`config.mk`:
```
export PLATFORM = sky130hd
export DESIGN_NAME = hsv_to_rgb_converter_core
export DESIGN_NICKNAME = d
export VERILOG_FILES = /design/src/sv/hsvrgb_pkg.sv /design/src/sv/hsvrgb_front.sv /design/src/sv/hsvrgb_queue.sv /design/src/sv/hsvrgb_back.sv /design/src/sv/hsv_to_rgb_converter_core.sv
export VERILOG_INCLUDE_DIRS = /design/src /design/src/sv
export SDC_FILE = /design/constraint.sdc
export NUM_CORES = 2
export LEC_CHECK = 0
export BUFFER_PORTS_ARGS = -buffer_cell sky130_fd_sc_hd__buf_2
export CELL_PAD_IN_SITES_DETAIL_PLACEMENT = 1
export CELL_PAD_IN_SITES_GLOBAL_PLACEMENT = 1
export CORE_MARGIN = 2
export CORE_UTILIZATION = 54
export CTS_BUF_LIST = sky130_fd_sc_hd__clkbuf_2
export DETAILED_ROUTE_END_ITERATION = 16
export PLACE_DENSITY_LB_ADDON = 0.1
export SLEW_MARGIN = 20
export SYNTH_ARGS = -nofsm -noshare
export SYNTH_HDL_FRONTEND = slang
export SYNTH_SLANG_ARGS = --single-unit
```
`constraint.sdc`:
```
create_clock -name clk -period 9.3 [get_ports clk]
set_input_delay 0.93 -clock clk [delete_from_list [all_inputs] [get_ports clk]]
set_output_delay 0.93 -clock clk [all_outputs]
set_load 0.01 [all_outputs]
```
`src/sv/hsv_to_rgb_converter_core_assert.svh`:
```
// Assertion macros for the converter RTL.
// Expects clk and arst_n in the scope of the module that uses them.
`ifndef HSV_TO_RGB_CONVERTER_CORE_ASSERT_SVH
`define HSV_TO_RGB_CONVERTER_CORE_ASSERT_SVH

// Property that must hold at every clock edge outside reset.
`define HSVRGB_ASSERT(lbl, prop, msg) \
	lbl: assert property (@(posedge clk) disable iff (!arst_n) (prop)) else $error(msg);

// Implication checked at every clock edge outside reset.
`define HSVRGB_ASSERT_IMPL(lbl, pre, post, msg) \
	lbl: assert property (@(posedge clk) disable iff (!arst_n) (pre) |-> (post)) \
		else $error(msg);

// Consequence checked in the cycle after the trigger.
`define HSVRGB_ASSERT_NEXT(lbl, pre, post, msg) \
	lbl: assert property (@(posedge clk) disable iff (!arst_n) (pre) |=> (post)) \
		else $error(msg);

`endif

```
`src/sv/hsvrgb_pkg.sv`:
```
// Package for the HSV to RGB converter: widths, fixed-point constants and
// the request record passed from the front end to the back end. No dependencies.
`timescale 1ns / 1ps

package hsvrgb_pkg;

	// Field widths
	localparam int HUE_W  = 16;
	localparam int SAT_W  = 9;
	localparam int CH_W   = 8;
	localparam int FRAC_W = 13;
	localparam int T_W    = 21;
	localparam int SECT_W = 3;

	// Defaults for top-level parameters
	localparam int DEF_CHANNEL_BITS = 8;
	localparam int DEF_QUEUE_DEPTH  = 4;

	// Fixed-point constants
	localparam int HUE_SPAN_I = 7680;  // 60 degrees in 1/128 degree
	localparam int NUM_SECT   = 6;
	localparam logic [HUE_W-1:0]  HUE_FULL  = 16'd46080;
	localparam logic [FRAC_W-1:0] HUE_SPAN  = 13'd7680;
	localparam logic [SAT_W-1:0]  Q_ONE     = 9'd256;
	localparam int                Q_SHIFT   = 8;
	localparam logic [T_W-1:0]    T_ONE     = 21'd1966080;  // Q_ONE * HUE_SPAN

	// floor(x / (2^25 * 15)) is done as a shift by 25, then a multiply by
	// ceil(2^24 / 15) and a shift by 24 (exact for quotients below 1.19M).
	localparam int             DEN_SHIFT   = 25;
	localparam int             RECIP_W     = 21;
	localparam logic [RECIP_W-1:0] RECIP_15 = 21'd1118482;
	localparam int             RECIP_SHIFT = 24;

	// Hue sectors, named by the colors they sweep between
	typedef enum logic [SECT_W-1:0] {
		SECT_R_TO_Y = 3'd0,
		SECT_Y_TO_G = 3'd1,
		SECT_G_TO_C = 3'd2,
		SECT_C_TO_B = 3'd3,
		SECT_B_TO_M = 3'd4,
		SECT_M_TO_R = 3'd5
	} hsvrgb_sector_t;

	// Channel routing selected by the front end
	typedef struct packed {
		logic           gray;
		logic           black;
		hsvrgb_sector_t sector;
	} hsvrgb_route_t;

	// Classified request held in the queue
	typedef struct packed {
		hsvrgb_route_t     route;
		logic [FRAC_W-1:0] frac;
		logic [SAT_W-1:0]  sat;
		logic [SAT_W-1:0]  bri;
	} hsvrgb_item_t;

endpackage

```
`src/sv/hsvrgb_front.sv`:
```
// Front end: takes input requests, clamps saturation and brightness, and
// splits hue into sector and fraction. Depends on hsvrgb_pkg.
`timescale 1ns / 1ps

module hsvrgb_front (
	input  logic                         in_valid,
	output logic                         in_ready,
	input  logic [hsvrgb_pkg::HUE_W-1:0] hue,
	input  logic [hsvrgb_pkg::SAT_W-1:0] saturation,
	input  logic [hsvrgb_pkg::SAT_W-1:0] brightness,
	input  logic                         q_full,
	output logic                         push,
	output hsvrgb_pkg::hsvrgb_item_t     push_item
);
	import hsvrgb_pkg::*;

	logic [HUE_W-1:0]  hue_eff;
	logic [SAT_W-1:0]  sat_c;
	logic [SAT_W-1:0]  bri_c;
	logic [SECT_W-1:0] sect_cnt;
	logic [HUE_W-1:0]  sect_base;

	// Accept whenever the queue has room
	assign in_ready = !q_full;
	assign push     = in_valid && in_ready;

	// Clamp to 1.0 and fold a full turn onto zero
	assign sat_c   = (saturation > Q_ONE) ? Q_ONE : saturation;
	assign bri_c   = (brightness > Q_ONE) ? Q_ONE : brightness;
	assign hue_eff = (hue == HUE_FULL) ? '0 : hue;

	// Sector is the number of sector boundaries at or below the hue
	always_comb begin
		sect_cnt = '0;
		for (int k = 1; k < NUM_SECT; k++) begin
			if (hue_eff >= HUE_W'(HUE_SPAN_I * k))
				sect_cnt = sect_cnt + 1'b1;
		end
	end

	assign sect_base = HUE_W'(HUE_SPAN_I) * HUE_W'(sect_cnt);

	// Classified request
	always_comb begin
		push_item.route.gray   = (sat_c == '0);
		push_item.route.black  = (hue_eff >= HUE_FULL);
		push_item.route.sector = hsvrgb_sector_t'(sect_cnt);
		push_item.frac         = FRAC_W'(hue_eff - sect_base);
		push_item.sat          = sat_c;
		push_item.bri          = bri_c;
	end

endmodule

```
`src/sv/hsvrgb_queue.sv`:
```
// Small register FIFO between the front and back ends.
// Depends on hsvrgb_pkg and the assertion macro header.
`timescale 1ns / 1ps
`include "hsv_to_rgb_converter_core_assert.svh"

module hsvrgb_queue #(
	parameter int DEPTH = hsvrgb_pkg::DEF_QUEUE_DEPTH
) (
	input  logic                     clk,
	input  logic                     arst_n,
	input  logic                     push,
	input  hsvrgb_pkg::hsvrgb_item_t push_item,
	output logic                     full,
	input  logic                     pop,
	output logic                     head_valid,
	output hsvrgb_pkg::hsvrgb_item_t head_item
);
	import hsvrgb_pkg::*;

	localparam int PTR_W = (DEPTH > 1) ? $clog2(DEPTH) : 1;
	localparam int CNT_W = $clog2(DEPTH + 1);

	hsvrgb_item_t     entry_q [DEPTH];
	logic [PTR_W-1:0] wr_ptr_q;
	logic [PTR_W-1:0] rd_ptr_q;
	logic [CNT_W-1:0] count_q;

	assign full       = (count_q == CNT_W'(DEPTH));
	assign head_valid = (count_q != '0);
	assign head_item  = entry_q[rd_ptr_q];

	// Entry storage
	always_ff @(posedge clk) begin
		if (push)
			entry_q[wr_ptr_q] <= push_item;
	end

	// Pointers and fill count
	always_ff @(posedge clk or negedge arst_n) begin
		if (!arst_n) begin
			wr_ptr_q <= '0;
			rd_ptr_q <= '0;
			count_q  <= '0;
		end else begin
			if (push)
				wr_ptr_q <= (wr_ptr_q == PTR_W'(DEPTH - 1)) ? '0 : wr_ptr_q + 1'b1;
			if (pop)
				rd_ptr_q <= (rd_ptr_q == PTR_W'(DEPTH - 1)) ? '0 : rd_ptr_q + 1'b1;
			if (push && !pop)
				count_q <= count_q + 1'b1;
			else if (pop && !push)
				count_q <= count_q - 1'b1;
		end
	end

	`HSVRGB_ASSERT(a_count_range, count_q <= CNT_W'(DEPTH), "queue count above depth")
	`HSVRGB_ASSERT_IMPL(a_no_push_full, full, !push, "push into full queue")
	`HSVRGB_ASSERT_IMPL(a_no_pop_empty, pop, head_valid, "pop from empty queue")
	`HSVRGB_ASSERT_NEXT(a_count_up, push && !pop, count_q == $past(count_q) + 1'b1,
		"queue count did not advance on push")

endmodule

```
`src/sv/hsvrgb_back.sv`:
```
// Back end: four-stage arithmetic pipeline that scales brightness by the
// sector values and routes them to red, green and blue. Depends on hsvrgb_pkg.
`timescale 1ns / 1ps

module hsvrgb_back #(
	parameter int CHANNEL_BITS = hsvrgb_pkg::DEF_CHANNEL_BITS
) (
	input  logic                        clk,
	input  logic                        arst_n,
	input  logic                        head_valid,
	input  hsvrgb_pkg::hsvrgb_item_t    head_item,
	output logic                        pop,
	output logic                        out_valid,
	input  logic                        out_ready,
	output logic [hsvrgb_pkg::CH_W-1:0] red,
	output logic [hsvrgb_pkg::CH_W-1:0] green,
	output logic [hsvrgb_pkg::CH_W-1:0] blue
);
	import hsvrgb_pkg::*;

	localparam int BF_W  = CHANNEL_BITS + SAT_W;      // FULL * brightness
	localparam int LO_W  = 11;
	localparam int HI_W  = T_W - LO_W;
	localparam int PL_W  = BF_W + LO_W;
	localparam int PH_W  = BF_W + HI_W;
	localparam int SUM_W = BF_W + T_W;
	localparam int AA_W  = BF_W + SAT_W;
	localparam int Q_W   = SUM_W - DEN_SHIFT;
	localparam int MUL_W = Q_W + RECIP_W;
	localparam int VAL_W = (CHANNEL_BITS + 2 > CH_W) ? CHANNEL_BITS + 2 : CH_W;
	localparam logic [CHANNEL_BITS-1:0] FULL_C = {CHANNEL_BITS{1'b1}};

	logic adv;

	logic              v_s1, v_s2, v_s3, v_s4;
	hsvrgb_route_t     route_s1, route_s2, route_s3;
	logic [BF_W-1:0]   bfull_s1;
	logic [T_W-1:0]    ub_s1, uc_s1;
	logic [SAT_W-1:0]  invs_s1;
	logic [PL_W-1:0]   pbl_s2, pcl_s2;
	logic [PH_W-1:0]   pbh_s2, pch_s2;
	logic [AA_W-1:0]   aap_s2;
	logic [VAL_W-1:0]  full_s2, full_s3, aa_s3;
	logic [Q_W-1:0]    qb_s3, qc_s3;
	logic [CH_W-1:0]   red_s4, green_s4, blue_s4;

	logic [T_W-1:0]    tb, tc;
	logic [SUM_W-1:0]  sumb, sumc;
	logic [MUL_W-1:0]  mb, mc;
	logic [VAL_W-1:0]  bb, cc;
	logic [VAL_W-1:0]  r_val, g_val, b_val;

	// Whole pipeline moves when the output slot is free or being taken
	assign adv       = !v_s4 || out_ready;
	assign pop       = adv && head_valid;
	assign out_valid = v_s4;
	assign red       = red_s4;
	assign green     = green_s4;
	assign blue      = blue_s4;

	// Stage valids
	always_ff @(posedge clk or negedge arst_n) begin
		if (!arst_n) begin
			v_s1 <= 1'b0;
			v_s2 <= 1'b0;
			v_s3 <= 1'b0;
			v_s4 <= 1'b0;
		end else if (adv) begin
			v_s1 <= head_valid;
			v_s2 <= v_s1;
			v_s3 <= v_s2;
			v_s4 <= v_s3;
		end
	end

	// Stage 1: FULL * B and the two saturation-fraction products
	always_ff @(posedge clk) begin
		if (adv) begin
			route_s1 <= head_item.route;
			bfull_s1 <= BF_W'(FULL_C) * BF_W'(head_item.bri);
			ub_s1    <= T_W'(head_item.sat) * T_W'(head_item.frac);
			uc_s1    <= T_W'(head_item.sat) * T_W'(HUE_SPAN - head_item.frac);
			invs_s1  <= Q_ONE - head_item.sat;
		end
	end

	// Stage 2: split products of FULL * B with (1 - S f) and (1 - S (1 - f)), plus FULL * B * (1 - S)
	assign tb = T_ONE - ub_s1;
	assign tc = T_ONE - uc_s1;

	always_ff @(posedge clk) begin
		if (adv) begin
			route_s2 <= route_s1;
			pbl_s2   <= PL_W'(bfull_s1) * PL_W'(tb[LO_W-1:0]);
			pbh_s2   <= PH_W'(bfull_s1) * PH_W'(tb[T_W-1:LO_W]);
			pcl_s2   <= PL_W'(bfull_s1) * PL_W'(tc[LO_W-1:0]);
			pch_s2   <= PH_W'(bfull_s1) * PH_W'(tc[T_W-1:LO_W]);
			aap_s2   <= AA_W'(bfull_s1) * AA_W'(invs_s1);
			full_s2  <= VAL_W'(bfull_s1[BF_W-1:Q_SHIFT]);
		end
	end

	// Stage 3: recombine halves and drop the power-of-two part of the divisor
	assign sumb = SUM_W'(pbl_s2) + (SUM_W'(pbh_s2) << LO_W);
	assign sumc = SUM_W'(pcl_s2) + (SUM_W'(pch_s2) << LO_W);

	always_ff @(posedge clk) begin
		if (adv) begin
			route_s3 <= route_s2;
			qb_s3    <= sumb[SUM_W-1:DEN_SHIFT];
			qc_s3    <= sumc[SUM_W-1:DEN_SHIFT];
			aa_s3    <= VAL_W'(aap_s2[AA_W-1:2*Q_SHIFT]);
			full_s3  <= full_s2;
		end
	end

	// Stage 4: divide by 15 through the reciprocal, then route channels
	assign mb = MUL_W'(qb_s3) * MUL_W'(RECIP_15);
	assign mc = MUL_W'(qc_s3) * MUL_W'(RECIP_15);
	assign bb = VAL_W'(mb[MUL_W-1:RECIP_SHIFT]);
	assign cc = VAL_W'(mc[MUL_W-1:RECIP_SHIFT]);

	always_comb begin
		if (route_s3.gray) begin
			r_val = full_s3;
			g_val = full_s3;
			b_val = full_s3;
		end else if (route_s3.black) begin
			r_val = '0;
			g_val = '0;
			b_val = '0;
		end else begin
			unique case (route_s3.sector)
				SECT_R_TO_Y: begin r_val = full_s3; g_val = cc;      b_val = aa_s3;   end
				SECT_Y_TO_G: begin r_val = bb;      g_val = full_s3; b_val = aa_s3;   end
				SECT_G_TO_C: begin r_val = aa_s3;   g_val = full_s3; b_val = cc;      end
				SECT_C_TO_B: begin r_val = aa_s3;   g_val = bb;      b_val = full_s3; end
				SECT_B_TO_M: begin r_val = cc;      g_val = aa_s3;   b_val = full_s3; end
				SECT_M_TO_R: begin r_val = full_s3; g_val = aa_s3;   b_val = bb;      end
				default: begin
					r_val = '0;
					g_val = '0;
					b_val = '0;
				end
			endcase
		end
	end

	// Output register, low channel bits
	always_ff @(posedge clk) begin
		if (adv) begin
			red_s4   <= r_val[CH_W-1:0];
			green_s4 <= g_val[CH_W-1:0];
			blue_s4  <= b_val[CH_W-1:0];
		end
	end

endmodule

```
`src/sv/hsv_to_rgb_converter_core.sv`:
```
// HSV to RGB converter. Takes one hue/saturation/brightness request per cycle
// while in_ready is high (hue in 1/128 degree, saturation and brightness
// Q1.8 with 256 = 1.0) and returns red, green and blue as
// floor((2^CHANNEL_BITS - 1) * value), low 8 bits. Sustained rate is one
// request per clock cycle while the output is not stalled; a result passes
// through the request queue and then the four arithmetic pipeline registers
// on its way out. A QUEUE_DEPTH-entry queue sits between the classifier and
// the pipeline, so input keeps being accepted while the output is stalled
// until the queue fills; the pipeline itself moves only when its output
// register is empty or being read.
// Depends on hsvrgb_pkg, hsvrgb_front, hsvrgb_queue and hsvrgb_back.
`timescale 1ns / 1ps

module hsv_to_rgb_converter_core #(
	parameter int CHANNEL_BITS = hsvrgb_pkg::DEF_CHANNEL_BITS,
	parameter int QUEUE_DEPTH  = hsvrgb_pkg::DEF_QUEUE_DEPTH
) (
	input  logic                         clk,
	input  logic                         arst_n,
	input  logic                         in_valid,
	output logic                         in_ready,
	input  logic [hsvrgb_pkg::HUE_W-1:0] hue,
	input  logic [hsvrgb_pkg::SAT_W-1:0] saturation,
	input  logic [hsvrgb_pkg::SAT_W-1:0] brightness,
	output logic                         out_valid,
	input  logic                         out_ready,
	output logic [hsvrgb_pkg::CH_W-1:0]  red,
	output logic [hsvrgb_pkg::CH_W-1:0]  green,
	output logic [hsvrgb_pkg::CH_W-1:0]  blue
);
	import hsvrgb_pkg::*;

	logic         push;
	logic         q_full;
	hsvrgb_item_t push_item;
	logic         pop;
	logic         head_valid;
	hsvrgb_item_t head_item;

	// Request classification
	hsvrgb_front u_front (
		.in_valid   (in_valid),
		.in_ready   (in_ready),
		.hue        (hue),
		.saturation (saturation),
		.brightness (brightness),
		.q_full     (q_full),
		.push       (push),
		.push_item  (push_item)
	);

	// Decoupling queue
	hsvrgb_queue #(
		.DEPTH (QUEUE_DEPTH)
	) u_queue (
		.clk        (clk),
		.arst_n     (arst_n),
		.push       (push),
		.push_item  (push_item),
		.full       (q_full),
		.pop        (pop),
		.head_valid (head_valid),
		.head_item  (head_item)
	);

	// Arithmetic pipeline
	hsvrgb_back #(
		.CHANNEL_BITS (CHANNEL_BITS)
	) u_back (
		.clk        (clk),
		.arst_n     (arst_n),
		.head_valid (head_valid),
		.head_item  (head_item),
		.pop        (pop),
		.out_valid  (out_valid),
		.out_ready  (out_ready),
		.red        (red),
		.green      (green),
		.blue       (blue)
	);

endmodule
```
* Word level (Yosys, flattened, before mapping)
Memories as Yosys holds them, arrays and structs flattened.
Cells that the tools add are included.
** Cells by class
- $add $sub $neg :: 15
- Multiply operators :: 11
- $lt $le $gt $ge :: 8
- Equality and inequality tests :: 9
- Multiplexer cells :: 23
- Reduce and logical (&&, ||, !) cells :: 19
** Operators by type and width (count)
- $pmux 8 s4 :: 3
- $add 28x38->38 :: 2
- $mul 13x20->31 const B :: 2
- $mul 17x11->28 :: 2
- $mul 17x10->27 :: 2
- $mux 8 :: 6
- $sub 21x21->21 const A :: 2
- $ge 16x15->1 const B :: 2
- $ge 16x16->1 const B :: 2
- $mul 17x9->24 :: 1
- $mul 9x13->21 :: 1
- $mul 9x21->21 :: 1
- $gt 9x9->1 const B :: 2
- $mux 3 :: 6
- $mux 9 :: 2
- $mul 8x9->17 const A :: 1
- $eq 16x16->1 const B :: 1
- $ge 16x13->1 const B :: 1
- $ge 16x14->1 const B :: 1
- $mux 16 :: 1
- $sub 13x13->14 const A :: 1
- $sub 13x13->13 :: 1
- $add 3x1->3 const B :: 4
- $reduce_or 2->1 :: 6
- 18 further kinds :: 32
** Word-level totals
- Register bits :: 302
- Bits in writable memories :: 144
- Input bits :: 38
- Output and inout bits :: 26
- Word-level logic and storage cells :: 119
- Memories :: 1
** Memory list
- u_queue.entry_q :: words 4, width 36, rd ports 1, clocked after memory_dff 0, wr ports 1, RTL line hsvrgb_queue.sv:23 : hsvrgb_item_t entry_q [DEPTH];

* Depth between registers and ports, before layout
- Depth in word-level cells :: 14
- Gate-level depth with buffers :: 31
- Mapped depth without buffers :: 28

* Hierarchy
A second synthesis with hierarchy kept.
** Unflattened totals
- Cell total of the unflattened synthesis :: 5450
- Area, all modules :: 55294.3 um^2
** By module, submodules not included
- hsvrgb_back :: times used 1, cells an instance 5107, area an instance 48800.6 um^2, sequential area each 7667.4 um^2
- hsvrgb_queue :: times used 1, cells an instance 225, area an instance 5621.6 um^2, sequential area each 4499.3 um^2
- hsvrgb_front :: times used 1, cells an instance 118, area an instance 872.1 um^2, sequential area each 0.0 um^2

* Least setup slack after synthesis
Ideal clock, no wire load.
- Path type :: input to register
- Start point :: in out_ready
- End point :: reg u_queue.count_q[1]
- Setup time :: 0.125 ns
- Data arrival time :: 8.761 ns
- Data required time :: 9.175 ns
- Slack :: 0.414 ns
- Stages :: 7
- Buffers on the path :: 0
- Path through :: nand2b_1 > o31a_1 > inv_1 > ha_1 > inv_1 > fa_1 > mux2_2
** On the way
- Longest elaborated chain between the ends :: 5
- Elaborated cells between the ends (all ways) :: 7
- Classes of those cells :: mux: 1; reduce/logical: 6
** RTL lines
- start, declared :: RTL line hsv_to_rgb_converter_core.sv:26 : input logic out_ready,
- $logic_or 1x1->1 * :: RTL line hsvrgb_back.sv:54 : assign adv = !v_s4 || out_ready;
- $logic_and 1x1->1 * :: RTL line hsvrgb_back.sv:55 : assign pop = adv && head_valid;
- $logic_not 1->1 :: RTL line hsvrgb_queue.sv:49 : if (push && !pop)
- $logic_and 1x1->1 :: RTL line hsvrgb_queue.sv:49
- $mux 3 or $reduce_bool 2->1 (tied branches)
- end signal, assigned :: RTL line hsvrgb_queue.sv:50 : count_q <= count_q + 1'b1;
- end signal, assigned :: RTL line hsvrgb_queue.sv:52 : count_q <= count_q - 1'b1;
- end, declared :: RTL line hsvrgb_queue.sv:26 : logic [CNT_W-1:0] count_q;
Mark *: on every way between the ends. The rest lies on a longest branch, timed or not.
A chain may end at the register's enable or synchronous reset.

* Worst setup path after layout
- Start point :: reg u_back.uc_s1[0]
- End point :: reg u_back.pch_s2[22], data pin
** On the way
- Longest elaborated chain between the ends :: 2
** RTL lines
- start, declared :: RTL line hsvrgb_back.sv:38 : logic [T_W-1:0] ub_s1, uc_s1;
- start signal, assigned :: RTL line hsvrgb_back.sv:82 : uc_s1 <= T_W'(head_item.sat) * T_W'(HUE_SPAN - head_item.frac);
- $sub 21x21->21 :: RTL line hsvrgb_back.sv:89 : assign tc = T_ONE - uc_s1;
- $mul 17x10->27 :: RTL line hsvrgb_back.sv:97 : pch_s2 <= PH_W'(bfull_s1) * PH_W'(tc[T_W-1:LO_W]);
- end signal, assigned :: RTL line hsvrgb_back.sv:97
- end, declared :: RTL line hsvrgb_back.sv:41 : logic [PH_W-1:0] pbh_s2, pch_s2;
No other way between the ends.

==> run summary <==
Entering global routing, the biggest net connects 136 pins. The detailed-route DRC error count came out at 0. Row generation in the floorplan step produced 117 rows.

Dividing the detail-routed via count by the number of cells gives 5.526. The number of distinct standard cells referenced by the synthesized netlist was 88. The overflow left after global routing came out at 0.

The global-route wire length before repair was 233100 um; the flop and latch count out of synthesis was 407. The tools report the root buffer cell as sky130_fd_sc_hd__clkbuf_2. Sort of element at the start of the critical path: a flip-flop. In the final timing run, aggregate negative setup slack is 0 ns.

The tools report the post-synthesis instance total as 5453. The Yosys step of the flow raised 0 warnings. The actual slew at the worst max-slew pin is 1.060 ns.

Counting stages on the worst path, the most repeated cell is sky130_fd_sc_hd__inv_1. The run gives 54.34% as the starting utilization of the core area. TritonCTS built the clock tree. The worst register-to-register path begins at u_back.uc_s1[0]. The run finished with clean final reports.

Ranked by total cell area, the synthesized netlist is headed by sky130_fd_sc_hd__fa_1 31%, sky130_fd_sc_hd__edfxtp_1 22%, sky130_fd_sc_hd__ha_1 13%, sky130_fd_sc_hd__inv_1 6.9%, sky130_fd_sc_hd__nand2_1 4.9%. Y dimension of the die: 323.5 um. The share of final-layout standard cells stronger than drive strength 1 is 7.459%.

The main flop type after synthesis was sky130_fd_sc_hd__edfxtp_1. The number of setup buffers added after CTS is 0, and the proportion of synthesized flip-flops having asynchronous set or reset is 2.703%. STA classifies the critical path endpoint as a flip-flop. The largest single stage delay on the critical path is 0.54 ns. The most instantiated library cell after synthesis was sky130_fd_sc_hd__inv_1. The area overhead of the layout relative to synthesis came out at 6.085%. In this run the number of H-tree levels came out at 3. Once placement finished, the instance area stood at 57010 um2.

The class of the most critical hold timing path was in -> reg. At the worst endpoint, the required time is 10.33 ns. The tools report the number of antenna violations at the first check in global routing as 11. Dividing the detail-routed wire length by the instance count gives 20.62 um. The final layout contains 6977 nets.

The run gives 43.32k as the number of global-route vias before repair. The placer's final routability congestion estimate was 0.8746. The run gives 57.65% as the final core utilization. Clock input transition at the sequential cells of the worst setup and hold paths: 0.11 ns.

The synthesized design spends more area on one cell type than any other, namely sky130_fd_sc_hd__fa_1. The data arrival time of the worst path is 9.02 ns. Static timing analysis puts the maximum clock frequency at 125.2 MHz. Clock skew on the completed layout was measured at 0.08436 ns.

Counting flops with a built-in enable in the synthesized netlist gives 396. For the worst slew margin relative to its limit, the log shows 29.34%. Setup violations remaining at the end of the flow were counted as 0.

In this run the register-to-register setup slack is 1.31 ns. The origin of the worst min-delay path was hue[11]. Across the run, the number of max-cap violations was 0. The count of buffers from port buffering works out to 63. Buffers inserted during clock tree synthesis total 110.

The cell with the largest stage delay on the worst path was sky130_fd_sc_hd__nor3_1. The routed layout has 38.62k vias. The net count of the mapped netlist is 6901, and the final instance area is 58480 um2.

The later pin in the worst-skew pair is clocked with a latency of 1.35 ns. The count of clock tree sinks is 407. Setup repair after global routing left no endpoint under its margin. The run gives 2041 as the detailed router's first-iteration violation count. Of the post-synthesis cell area, the dominant cell type holds 30.72%. In this run the remaining antenna-violating nets after routing total 0.

Tracing the worst setup path back leads to its startpoint at u_back.uc_s1[0]. The commonest cells after synthesis are 1014 x sky130_fd_sc_hd__inv_1, 846 x sky130_fd_sc_hd__fa_1, 724 x sky130_fd_sc_hd__nand2_1. Summed over all layers, the routed wires come to 144100 um.

For this run, the total global-route usage over all layers was measured as 28.65%. After layout, the worst path uses 85.90% of the clock period. The category of the critical setup timing path is reg -> reg. The minimum period implied by the final worst setup slack works out to 7.989 ns. First-pass detailed-route iteration total: 5. The synthesized area per cell is 10.11 um2. The run gives 0 as the count of final hold-check violations. The total count of max-transition violations in the final report is 0. Fill cells in the final layout number 11.33k. After synthesis the cells add up to 55130 um2. The HPWL after detailed placement is 108800 um.

The sequential element share of the synthesized area was 22.07%. 64 I/O pins were placed. The width of the chip is 323.5 um. The die covers 104700 um2. The tools report the placeable core area as 101400 um2.

Along the worst path, the maximum fanout reaches 21. Buffer levels on the longest clock path: 3.
[critical path: cells and delay by family (launching register included)]
| kind | cells | cell delay [ns] |
|---|---|---|
| AOI/OAI and AO/OA | 7 | 1.68 |
| adders and majority gates | 7 | 3.06 |
| buffers and inverters | 9 | 0.93 |
| DFF | 1 | 0.38 |
| and+or+nand+nor | 5 | 1.10 |
| xor gates and xnor gates | 2 | 0.53 |
[layout make-up]
class,count,area (um2),share of cell area [%]
Sequential cell,407,12170,20.81
Antenna cell,3,7.507,0.01284
Clock inverter,54,390.4,0.6675
Clock buffer,146,730.7,1.249
Multi-Input combinational cell,3819,38400,65.66
Inverter,1015,3810,6.514
Timing Repair Buffer,176,1264,2.161
Tap cell,1368,1712,2.927
[kinds of logic after synthesis]
logic type	count (synthesis)	synth area share, %
mux	52	1.716
buf+inv	1227	8.406
fa+ha+maj	1410	43.52
xor+xnor	243	3.908
simple gates	1635	14.56
compound gates	479	5.821
flops	407	22.07
[worst paths after layout]
kind                                          end  cells past startpoint
setup / recovery                u_back.pch_s2[22]                     30
hold / removal             u_queue.entry_q[0][29]                      3
setup reg to reg                u_back.pch_s2[22]                     30
hold reg to reg                   u_back.aa_s3[4]                      0
max in group asynchronous     u_queue.rd_ptr_q[1]                      3
min in group asynchronous             u_back.v_s1                      3
[stage by stage]
| stage | cells | setup WS (ns) | hold WS [ns] |
|---|---|---|---|
| 6_report | 6988 | 1.311 | 0.2597 |
| 5_1_grt | 6988 | 0.6956 | 0.1681 |
| 4_1_cts | 6985 | 1.290 | 0.09054 |
| 3_5_place_dp | 6750 | 1.360 | 0.4071 |
| 3_3_place_gp | 6750 | 1.507 | 0.4006 |
| 2_1_floorplan | 5453 | 0.4139 | 0.4003 |
[sequential cells by signal, summed over array words and instances, names as in the netlist, 9 cells and up]
register / flops
u_back.invs_s1: 9
u_back.pcl_s2: 17
u_back.bfull_s1: 17
u_queue.entry_q: 144
u_back.pch_s2: 27
u_back.ub_s1: 20
u_back.uc_s1: 21
u_back.pbl_s2: 17
u_back.qb_s3: 13
u_back.qc_s3: 13
u_back.pbh_s2: 27
[layout by cell type, fill, tap and decap left out, types with 10 or more instances in the layout]
master	count
sky130_fd_sc_hd__nor2_1	150
sky130_fd_sc_hd__clkinv_1	27
sky130_fd_sc_hd__clkinv_2	18
sky130_fd_sc_hd__and3_1	28
sky130_fd_sc_hd__o2111ai_1	10
sky130_fd_sc_hd__xnor2_1	158
sky130_fd_sc_hd__or3_1	17
sky130_fd_sc_hd__o21bai_1	10
sky130_fd_sc_hd__a22oi_1	10
sky130_fd_sc_hd__mux4_2	33
sky130_fd_sc_hd__a21oi_1	115
sky130_fd_sc_hd__dlygate4sd3_1	35
sky130_fd_sc_hd__and2_1	430
sky130_fd_sc_hd__buf_4	77
sky130_fd_sc_hd__o21a_1	38
sky130_fd_sc_hd__nand2b_1	30
sky130_fd_sc_hd__nor4_1	16
sky130_fd_sc_hd__inv_1	1014
sky130_fd_sc_hd__a31oi_1	22
sky130_fd_sc_hd__nor3_1	51
sky130_fd_sc_hd__a21o_1	50
sky130_fd_sc_hd__or2_2	13
sky130_fd_sc_hd__ha_1	564
sky130_fd_sc_hd__buf_2	63
sky130_fd_sc_hd__xor2_1	75
sky130_fd_sc_hd__edfxtp_1	396
sky130_fd_sc_hd__clkbuf_2	146
sky130_fd_sc_hd__o21ai_0	93
sky130_fd_sc_hd__mux2_2	10
sky130_fd_sc_hd__nand4_1	19
sky130_fd_sc_hd__a211oi_1	20
sky130_fd_sc_hd__nand3_1	53
sky130_fd_sc_hd__nor2b_1	57
sky130_fd_sc_hd__fa_1	846
sky130_fd_sc_hd__o211ai_1	19
sky130_fd_sc_hd__nand2_1	724
[metal layers]
layer / up-vias / wire length, um / GRT usage [%]
met1: 20020 / 60820 / 36.54
met5: - / 11 / 0
li1: 17520 / - / -
met2: 798 / 72850 / 50.80
met3: 275 / 5749 / 3.259
met4: 2 / 4667 / 9.426
[timing repair]
item	4_1_cts	5_1_grt
gates resized for setup	0	0
hold endpoints to repair	137	0
hold buffers	35	0
Power is left out: the tool's default activity adds up to more than one toggle a clock period on the data nets, which glitch-free logic cannot reach.
